===== src/sv/real_input_dft_engine_defines.svh =====
`ifndef REAL_INPUT_DFT_ENGINE_DEFINES_SVH
`define REAL_INPUT_DFT_ENGINE_DEFINES_SVH

// Concurrent checks on clk, disabled while rst is high.
`define RID_ASSERT_ALWAYS(lbl, cond, msg) \
  lbl: assert property (@(posedge clk) disable iff (rst) (cond)) else $error(msg);

`define RID_ASSERT_IMPLY(lbl, ante, cons, msg) \
  lbl: assert property (@(posedge clk) disable iff (rst) (ante) |-> (cons)) else $error(msg);

`define RID_ASSERT_NEXT(lbl, ante, cons, msg) \
  lbl: assert property (@(posedge clk) disable iff (rst) (ante) |=> (cons)) else $error(msg);

`endif


===== src/sv/rid_pkg.sv =====
package rid_pkg;

  localparam int DEFAULT_MAX_LENGTH   = 64;
  localparam int DEFAULT_TWIDDLE_BITS = 16;

  localparam int CFG_W    = 7;
  localparam int SAMPLE_W = 16;
  localparam int OUT_W    = 22;
  localparam int BIN_W    = 6;

  localparam logic [CFG_W-1:0] LENGTH_RESET = 7'd64;

  localparam int SUM_MAX = 2097151;
  localparam int SUM_MIN = -2097152;

  // Phase in units of 2^-32 turn; CORDIC in Q1.30 on 32-bit signed words.
  localparam int PHASE_W      = 32;
  localparam int CORDIC_W     = 32;
  localparam int CORDIC_FRAC  = 30;
  localparam int CORDIC_STEPS = 28;
  localparam int CORDIC_GAIN  = 652032874;

  localparam logic [29:0] ATAN_TURNS [CORDIC_STEPS] = '{
    30'd536870912, 30'd316933406, 30'd167458907, 30'd85004756, 30'd42667331,
    30'd21354465,  30'd10679838,  30'd5340245,   30'd2670163,  30'd1335087,
    30'd667544,    30'd333772,    30'd166886,    30'd83443,    30'd41722,
    30'd20861,     30'd10430,     30'd5215,      30'd2608,     30'd1304,
    30'd652,       30'd326,       30'd163,       30'd81,       30'd41,
    30'd20,        30'd10,        30'd5
  };

  typedef enum logic [2:0] {
    ST_LOAD,
    ST_PREP,
    ST_DIV,
    ST_TW_START,
    ST_TW_WAIT,
    ST_MAC,
    ST_DRAIN
  } state_t;

  typedef struct packed {
    logic load_sample;
    logic tw_init;
    logic mac_init;
    logic div_step;
    logic cordic_start;
    logic tw_write;
    logic mac_issue;
    logic emit;
  } ctrl_cmd_t;

  typedef struct packed {
    logic block_full;
    logic tw_hit;
    logic div_done;
    logic cordic_done;
    logic tw_last;
    logic j_last;
    logic k_last;
    logic pipe_idle;
    logic out_free;
  } dp_status_t;

endpackage


===== src/sv/rid_ctrl.sv =====
module rid_ctrl (
  input  logic                clk,
  input  logic                rst,
  input  logic                sample_valid,
  output logic                sample_ready,
  input  rid_pkg::dp_status_t status,
  output rid_pkg::ctrl_cmd_t  cmd
);

  import rid_pkg::*;

  state_t state, state_next;

  always_ff @(posedge clk) begin
    if (rst) begin
      state <= ST_LOAD;
    end else begin
      state <= state_next;
    end
  end

  always_comb begin
    state_next   = state;
    cmd          = '0;
    sample_ready = 1'b0;
    unique case (state)
      ST_LOAD: begin
        sample_ready = 1'b1;
        if (sample_valid) begin
          cmd.load_sample = 1'b1;
          if (status.block_full) begin
            state_next = ST_PREP;
          end
        end
      end
      ST_PREP: begin
        cmd.tw_init  = 1'b1;
        cmd.mac_init = 1'b1;
        // reuse the twiddle table when a valid one of the same length is held
        state_next   = status.tw_hit ? ST_MAC : ST_DIV;
      end
      ST_DIV: begin
        cmd.div_step = 1'b1;
        if (status.div_done) begin
          state_next = ST_TW_START;
        end
      end
      ST_TW_START: begin
        cmd.cordic_start = 1'b1;
        state_next       = ST_TW_WAIT;
      end
      ST_TW_WAIT: begin
        if (status.cordic_done) begin
          cmd.tw_write = 1'b1;
          state_next   = status.tw_last ? ST_MAC : ST_TW_START;
        end
      end
      ST_MAC: begin
        cmd.mac_issue = 1'b1;
        if (status.j_last) begin
          state_next = ST_DRAIN;
        end
      end
      ST_DRAIN: begin
        // hold until the sums settle and the output slot is free
        if (status.pipe_idle && status.out_free) begin
          cmd.emit   = 1'b1;
          state_next = status.k_last ? ST_LOAD : ST_MAC;
        end
      end
      default: begin
        state_next = ST_LOAD;
      end
    endcase
  end

endmodule


===== config.mk =====
export PLATFORM = sky130hd
export DESIGN_NAME = rid_ctrl
export DESIGN_NICKNAME = d
export VERILOG_FILES = /design/src/sv/real_input_dft_engine_defines.svh /design/src/sv/rid_pkg.sv /design/src/sv/rid_ctrl.sv
export SDC_FILE = /design/constraint.sdc
export NUM_CORES = 1
export LEC_CHECK = 0
export ABC_AREA = 1
export BUFFER_PORTS_ARGS = -buffer_cell sky130_fd_sc_hd__buf_2
export CAP_MARGIN = 20
export CELL_PAD_IN_SITES_DETAIL_PLACEMENT = 0
export CELL_PAD_IN_SITES_GLOBAL_PLACEMENT = 1
export CORE_AREA = 5 5 44 46
export DETAILED_ROUTE_END_ITERATION = 7
export DIE_AREA = 0 0 49 51
export HOLD_SLACK_MARGIN = 0.03
export PLACE_DENSITY = 0.81
export SYNTH_ARGS = -nofsm -noshare
export SYNTH_HDL_FRONTEND = slang
export SYNTH_SLANG_ARGS = --single-unit

===== constraint.sdc =====
create_clock -name clk -period 2.1 [get_ports clk]
set_input_delay 0.315 -clock clk [delete_from_list [all_inputs] [get_ports clk]]
set_output_delay 0.315 -clock clk [all_outputs]
set_load 0.005 [all_outputs]

==> results of run 1 <==
[cell type report]
class	count	area (sq um)
Clock buffer	4	26.3
Inverter	18	67.6
Multi-Input combinational cell	45	215
Tap cell	16	20.0
Sequential cell	3	60.1
Fill cell	200	982
Timing Repair Buffer	20	100
[through the flow]
step	cells	instance area, sq um
after floorplan	68	358
after global placement	102	463
after detailed placement	102	463
after CTS	106	489
after global routing	106	489
final	106	489
[final timing paths]
check | start | end | slack [ps] | cells past startpoint
max | state[2] | cmd[0] | 600 | 5
min | rst | state[0] | 250 | 2
max reg2reg | state[2] | state[1] | 820 | 7
min reg2reg | state[1] | state[1] | 590 | 2
[cell usage after synthesis]
library cell,number
inv_1,16
nand2_1,13
nor2_1,11
nand3_1,8
dfxtp_1,3
nand2_2,3
nor2_2,3
a21oi_1,2
buf_4,2
inv_2,2
nand3_2,2
nand4_1,2
o21ai_0,1
[routing by layer]
layer | GRT usage, % | wire length (microns) | up-vias
met3 | 6.10 | 101 | 0
met5 | 0 | 0 | -
met2 | 11.7 | 385 | 16
li1 | - | - | 247
met1 | 8.74 | 438 | 196
met4 | 0 | 0 | 0
[critical path, cell delays in order (launching register included)]
cell and delay (ps):
dfxtp_1 480, nand2_2 90, nor2_2 150, inv_1 50, nor2_1 70, buf_2 110
[cells in the final DEF, fill, tap and decap left out]
cell and n:
nand3_1 8, nand4_1 2, nand3_2 2, clkbuf_4 3, nor2_2 3, inv_1 16, o21ai_0 1, clkbuf_1 1
nand2_2 3, inv_2 2, nor2_1 11, nand2_1 13, buf_2 20, dfxtp_1 3, a21oi_1 2
[logic make-up after synthesis]
group / after synthesis / synth area share [%]
AOI/OAI and AO/OA: 3 / 4.19
buffers and inverters: 20 / 23.1
DFF: 3 / 16.8
and+or+nand+nor: 42 / 55.9
[power by group through the flow]
stage / Combinational, uW / Clock, uW / Sequential, uW
3_5_place_dp: 378 / 0 / 139
3_3_place_gp: 374 / 0 / 138
6_report: 373 / 102 / 138
4_1_cts: 381 / 106 / 138
2_1_floorplan: 305 / 0 / 113
5_1_grt: 439 / 116 / 145
==> results.sh, run 1 <==
export IMPL_drc=0
export IMPL_p_sw_uw=303
export IMPL_slew_violations=0
export IMPL_postLayoutSetupSlackWorst_ps=600
export IMPL_outcome="complete, no violations"
export IMPL_setup_tns_ps=0
export IMPL_portBuffers=20
export IMPL_power_uw=613
export IMPL_regMostFlops="state"
export IMPL_start_kind="flop"
export IMPL_initial_utilization_pct=24.3
export IMPL_grtUsageTotal_pct=7.59
export IMPL_p_int_uw=310
export IMPL_endpoint_kind="primary output"
export IMPL_first_iter_violations=11
export IMPL_fp_dieH_microns=51
export IMPL_ys_seq_elements=3
export IMPL_hold_violations=0
export IMPL_ios=21
export IMPL_htree_levels=1
export IMPL_netlist_area_sq_um=358
export IMPL_min_period_ps=1500
export IMPL_required_ps=1780
export IMPL_ys_seq_area_share_pct=16.8
export IMPL_syn2layout_area_growth_pct=36.7
export IMPL_top_regs="state x3"
export IMPL_switching_share_pct=49.4
export IMPL_wirelength_microns=926
export IMPL_yosysUniqueCellTypes=13
export IMPL_cts_resized=0
export IMPL_irDropWorstVdd_mv=0.453
export IMPL_gp_congestion=0.838
export IMPL_insertion_delay_ps=230
export IMPL_wl_per_cell_microns=8.74
export IMPL_via_per_inst=4.33
export IMPL_path_max_fanout=9
export IMPL_postSynthAreaPerCell_sq_um=5.26
export IMPL_cts_setup_buffers=0
export IMPL_die_x_microns=49
export IMPL_hpwl_microns=801
export IMPL_rsz0062_at_grt="false"
export IMPL_fp_dieArea_sq_um=2500
export IMPL_hold_ws_ps=250
export IMPL_pre_cts_slack_ps=821
export IMPL_final_nets=103
export IMPL_cts_sinks=3
export IMPL_power_leakage_uw=0.000336
export IMPL_ctsHoldBuffers=0
export IMPL_pwr_share_clk_pct=16.6
export IMPL_tightest_slew_ps=290
export IMPL_skew_ps=1.07
export IMPL_p_per_area_nw_per_um2=1250
export IMPL_synth_nets=80
export IMPL_synthTopCellsByArea="dfxtp_1 (17%), inv_1 (17%), nand2_1 (14%), nor2_1 (12%), nand3_1 (11%)"
export IMPL_synth_top_cell_by_area="dfxtp_1"
export IMPL_antennaDiodeCount=0
export IMPL_hp_class="in2reg"
export IMPL_rows=14
export IMPL_pwr_share_seq_pct=22.5
export IMPL_cts_tree="yes"
export IMPL_final_layout_size_suffix_gt1_share_pct=36.7
export IMPL_antenna_found_initial=0
export IMPL_synthCells=68
export IMPL_fin_crit_sh_pct=71.4
export IMPL_setup_viol=0
export IMPL_final_util_pct=33.2
export IMPL_cts_root_buf="clkbuf_4"
export IMPL_grt_pass1_vias=386
export IMPL_core_area_sq_um=1470
export IMPL_comb_power_share_pct=60.9
export IMPL_clk_pin_slew_ps=40
export IMPL_grt_max_degree=10
export IMPL_largest_register_ffs=3
export IMPL_firstDrtPassIters=3
export IMPL_synth_top_area_share_pct=16.8
export IMPL_synth_warnings=0
export IMPL_arrival_ps=1180
export IMPL_grt_overflow_total=0
export IMPL_cts_buffers=3
export IMPL_slew_headroom_pct=80.6
export IMPL_fmax_mhz=667
export IMPL_clockBufferDepth=2
export IMPL_maxCapViolations=0
export IMPL_vias=459
export IMPL_ant_nets=0
export IMPL_grt_pass1_wl_mm=1.52
export IMPL_crit_type="reg2out"
Note: power is estimated with default switching activity, not from simulation.
==> run 2: changes to the inputs <==
--- a/config.mk
+++ b/config.mk
@@ -10,11 +10,11 @@
 export CAP_MARGIN = 20
 export CELL_PAD_IN_SITES_DETAIL_PLACEMENT = 0
 export CELL_PAD_IN_SITES_GLOBAL_PLACEMENT = 1
-export CORE_AREA = 5 5 44 46
+export CORE_AREA = 5 5 47 49
 export DETAILED_ROUTE_END_ITERATION = 7
-export DIE_AREA = 0 0 49 51
+export DIE_AREA = 0 0 52 54
 export HOLD_SLACK_MARGIN = 0.03
-export PLACE_DENSITY = 0.81
+export PLACE_DENSITY = 0.75
 export SYNTH_ARGS = -nofsm -noshare
 export SYNTH_HDL_FRONTEND = slang
 export SYNTH_SLANG_ARGS = --single-unit
==> constraint.sdc (replaced) <==
create_clock -name clk -period 1.25 [get_ports clk]
set_input_delay 0.1875 -clock clk [delete_from_list [all_inputs] [get_ports clk]]
set_output_delay 0.1875 -clock clk [all_outputs]
set_load 0.005 [all_outputs]
==> run 2 against run 1 <==
Against the previous run: first-iteration DRC count down 91%; wire length up 11%; worst hold slack worse by 140 ps; sequential power up 91%; largest cell class unchanged.
==> results.sh, run 2 (synthesized netlist as in run 1, its figures left out) <==
export IMPL_min_period_ps=1240
export IMPL_slowest_stage="dfxtp_4"
export IMPL_arrival_ps=1050
export IMPL_maxCapViolations=0
export IMPL_postLayoutSetupSlackWorst_ps=14.0
export IMPL_final_common_cell="buf_2"
export IMPL_vias=470
export IMPL_rsz0062_at_grt="true"
export IMPL_grt_pass1_vias=440
export IMPL_pre_cts_slack_ps=81.7
export IMPL_p_per_area_nw_per_um2=2190
export IMPL_die_x_microns=52
export IMPL_clk_pin_slew_ps=40
export IMPL_path_max_fanout=5
export IMPL_crit_type="reg2out"
export IMPL_core_area_sq_um=1820
export IMPL_insertion_delay_ps=240
export IMPL_final_layout_size_suffix_gt1_share_pct=50.5
export IMPL_dp_cells=114
export IMPL_endpoint_kind="primary output"
export IMPL_required_ps=1060
export IMPL_slew_headroom_pct=88.4
export IMPL_tightest_slew_ps=172
export IMPL_rows=16
export IMPL_fmax_mhz=809
export IMPL_cp_slowest_stage_delay_ps=360
export IMPL_grtUsageMet1_pct=7.82
export IMPL_power_leakage_uw=0.000375
export IMPL_final_cell_mix="buf_2 (20), inv_1 (13), nand2_1 (10), nor2_1 (10), nand3_1 (8)"
export IMPL_drc=0
export IMPL_globalRouteMet3Util_pct=2.49
export IMPL_cp_num_buf_inv=1
export IMPL_largest_register_ffs=3
export IMPL_final_util_pct=31.7
export IMPL_grtUsageTotal_pct=8.38
export IMPL_first_iter_violations=1
export IMPL_via_per_inst=3.85
export IMPL_cts_tree="yes"
export IMPL_clockBufferDepth=2
export IMPL_skew_ps=3.05
export IMPL_regMostFlops="state"
export IMPL_wirelength_mm=1.03
export IMPL_syn2layout_area_growth_pct=61.2
export IMPL_cts_root_buf="clkbuf_4"
export IMPL_final_nets=108
export IMPL_antennaDiodeCount=0
export IMPL_grt_max_degree=8
export IMPL_antenna_found_initial=0
export IMPL_ios=21
export IMPL_top_regs="state x3"
export IMPL_path_cells="nor2_4 > nand2_2 > nor2_1 > buf_2"
export IMPL_hp_class="in2reg"
export IMPL_fin_crit_sh_pct=98.9
export IMPL_final_cells=122
export IMPL_initial_utilization_pct=19.6
export IMPL_top_usage_layer="met2"
export IMPL_fp_dieH_microns=54
export IMPL_start_kind="flop"
export IMPL_grt_pass1_wl_mm=1.70
export IMPL_cts_sinks=3
export IMPL_gp_congestion=0.838
export IMPL_cts_buffers=3
export IMPL_grt_overflow_total=0
export IMPL_hold_violations=0
export IMPL_hpwl_microns=871
export IMPL_groute_layer_met2_usage_pct=14.4
export IMPL_htree_levels=1
export IMPL_irDropWorstVdd_mv=0.599
export IMPL_setup_viol=0
export IMPL_slew_violations=0
export IMPL_wl_per_cell_microns=8.46
export IMPL_setup_tns_ps=0
export IMPL_ant_nets=0
export IMPL_outcome="complete, no violations"
export IMPL_portBuffers=20
export IMPL_fp_dieArea_sq_um=2810
export IMPL_firstDrtPassIters=2
export IMPL_cp_top_family="flip-flops"
export IMPL_power_uw=1260
[run 2: layer usage]
layer,wire (microns),share of wire (%),up-vias
li1,-,-,258
met2,523,51,12
met5,0,0,-
met4,25,2.4,0
met3,71,6.9,2
met1,412,40,198
[run 2: per-stage QoR]
stage               hold WS [ps]  area (sq um)
floorplan                    257           358
global placement             364           484
detailed placement           365           484
CTS                          105           529
global route                 116           577
finish                       109           577
[run 2: path summary, 6_finish.rpt]
| check | start | endpoint | slack (ps) | cells after the start |
|---|---|---|---|---|
| worst max-delay path | state[0] | cmd[2] | 10 | 4 |
| worst min-delay path | rst | state[0] | 110 | 2 |
| worst max register to register | state[0] | state[1] | 110 | 8 |
| worst min register to register | state[1] | state[1] | 560 | 2 |
[run 2: area by class of cell]
class	instances	area [sq um]
timing repair buffer	25	138
inverter	18	67.6
clock buffer	4	26.3
sequential	3	71.3
fill	202	1240
tap	27	33.8
multi-input combinational	45	240
[run 2: timing repair]
action | CTS | global route
hold buffers | 0 | 0
gates resized for setup | 7 | 9
buffers inserted | 0 | 4
pin swaps | 1 | 5
setup endpoints to repair | 7 | 7
[run 2: power breakdown]
group	internal [uW]	total, uW	switching, uW
Clock	120	172	52.1
Sequential	167	263	95.9
Combinational	378	826	448
==> run 3: changes to the inputs <==
--- a/config.mk
+++ b/config.mk
@@ -15,6 +15,7 @@
 export DIE_AREA = 0 0 52 54
 export HOLD_SLACK_MARGIN = 0.03
 export PLACE_DENSITY = 0.75
+export REMOVE_ABC_BUFFERS = 1
 export SYNTH_ARGS = -nofsm -noshare
 export SYNTH_HDL_FRONTEND = slang
 export SYNTH_SLANG_ARGS = --single-unit
==> run 3 against run 2 <==
Against the previous run: global-route usage decreased by 0.98 points; die area unchanged; final area decreased by 5.6%; first-iteration DRC count increased to 3.0 times the previous value; flip-flop and latch count unchanged; worst hold slack improved by 10 ps; combinational power decreased by 12%; wire length decreased by 5.6%; sequential share of layout area increased by 0.74 points; register-to-register slack about the same; final cell count decreased by 2.5%.
==> results.sh, run 3 (synthesized netlist as in run 1, its figures left out) <==
export IMPL_outcome="complete, no violations"
export IMPL_design_area_sq_um=544
export IMPL_final_nets=105
export IMPL_irDropWorstVdd_mv=0.968
export IMPL_core_area_sq_um=1820
export IMPL_clk_pin_slew_ps=40
export IMPL_cts_tree="yes"
export IMPL_antennaDiodeCount=0
export IMPL_endpoint_kind="primary output"
export IMPL_firstDrtPassIters=2
export IMPL_rows=16
export IMPL_cts_root_buf="clkbuf_4"
export IMPL_portBuffers=20
export IMPL_regMostFlops="state"
export IMPL_path_cells="nand2_2 > nor2_4 > inv_1 > nor2_1 > buf_2"
export IMPL_antenna_found_initial=0
export IMPL_place_area_sq_um=484
export IMPL_crit_type="reg2out"
export IMPL_power_leakage_uw=0.000350
export IMPL_hold_violations=0
export IMPL_start_kind="flop"
export IMPL_power_uw=1160
export IMPL_p_per_area_nw_per_um2=2130
export IMPL_drc=0
export IMPL_via_per_inst=3.92
export IMPL_fin_crit_sh_pct=97.7
export IMPL_ctsHoldBuffers=0
export IMPL_largest_register_ffs=3
export IMPL_grt_pass1_vias=438
export IMPL_ios=21
export IMPL_wirelength_microns=974
export IMPL_slew_violations=0
export IMPL_hp_class="in2reg"
export IMPL_skew_ps=4.32
export IMPL_required_ps=1060
export IMPL_fp_dieH_microns=54
export IMPL_initial_utilization_pct=19.6
export IMPL_arrival_ps=1030
export IMPL_htree_levels=1
export IMPL_final_common_cell="buf_2"
export IMPL_grtUsageTotal_pct=7.40
export IMPL_final_cell_mix="buf_2 (20), inv_1 (15), nand2_1 (12)"
export IMPL_fp_dieArea_sq_um=2810
export IMPL_nFillCells=211
export IMPL_syn2layout_area_growth_pct=52.1
export IMPL_ant_nets=0
export IMPL_path_max_fanout=7
export IMPL_vias=466
export IMPL_setup_viol=0
export IMPL_cts_sinks=3
export IMPL_rsz0062_at_grt="true"
export IMPL_top_regs="state x3"
export IMPL_grt_max_degree=8
export IMPL_comb_power_share_pct=62.9
export IMPL_slowest_stage="dfxtp_4"
export IMPL_cp_slowest_stage_delay_ps=380
export IMPL_fmax_mhz=819
export IMPL_grt_pass1_wl_mm=1.52
export IMPL_maxCapViolations=0
export IMPL_p_sw_uw=551
export IMPL_cts_buffers=3
export IMPL_gp_congestion=0.793
export IMPL_clockBufferDepth=2
export IMPL_pwr_share_seq_pct=22.2
export IMPL_hpwl_microns=831
export IMPL_switching_share_pct=47.5
export IMPL_insertion_delay_ps=240
export IMPL_die_x_microns=52
export IMPL_final_layout_size_suffix_gt1_share_pct=44.6
export IMPL_grt_overflow_total=0
export IMPL_pwr_share_clk_pct=14.9
export IMPL_tightest_slew_ps=165
export IMPL_first_iter_violations=3
export IMPL_min_period_ps=1220
export IMPL_wl_per_cell_microns=8.18
export IMPL_slew_headroom_pct=88.9
export IMPL_p_int_uw=610
## run 3: layout make-up
class                   count  area [sq um]  area share [%]
clock buffers               4          26.3            4.83
flip-flops and latches      3          71.3            13.1
well taps                  27          33.8            6.21
multi-input cells          45           230            42.3
repair buffers             22           115            21.1
inverters                  18          67.6            12.4
## run 3: repair_timing
action,CTS,global route
endpoints found under the setup margin,7,8
buffers inserted,1,0
hold endpoints to repair,0,0
pin swaps,1,0
gates resized for setup,7,4
## run 3: worst paths after layout
check	cells after the start	to	startpoint	slack, ps
worst min register to register	2	state[1]	state[1]	560
worst max register to register	8	state[1]	state[1]	120
worst max-delay path	5	cmd[0]	state[1]	30
worst min-delay path	2	state[0]	rst	120
## run 3: routing by layer
metal	GRT usage, %	wire length (microns)
met1	6.84	417
met5	0	0
met4	5.24	0
met3	3.05	62
met2	13.2	494
## run 3: power groups by stage
stage / combinational [uW] / clock [uW] / sequential, uW
2_1_floorplan: 455 / 0 / 212
3_3_place_gp: 673 / 0 / 212
3_5_place_dp: 675 / 0 / 215
4_1_cts: 729 / 182 / 245
5_1_grt: 831 / 201 / 269
6_report: 730 / 173 / 257
## run 3: stage by stage
step           TNS [ps]  instances  setup slack, ps  hold WS, ps  utilization [%]
5_1_grt            -215        119            -75.5          129             29.9
6_report              0        119             28.7          119             29.9
4_1_cts               0        119             11.6          117             29.5
2_1_floorplan         0         66              123          257                -
3_3_place_gp          0        114             92.6          368             26.6
3_5_place_dp          0        114             89.6          371             26.6
## run 3: worst max-delay path: cells and delay by family (launching register included)
family	cells	cell delay (ps)
buffers and inverters	2	150
and+or+nand+nor	3	260
DFF	1	380
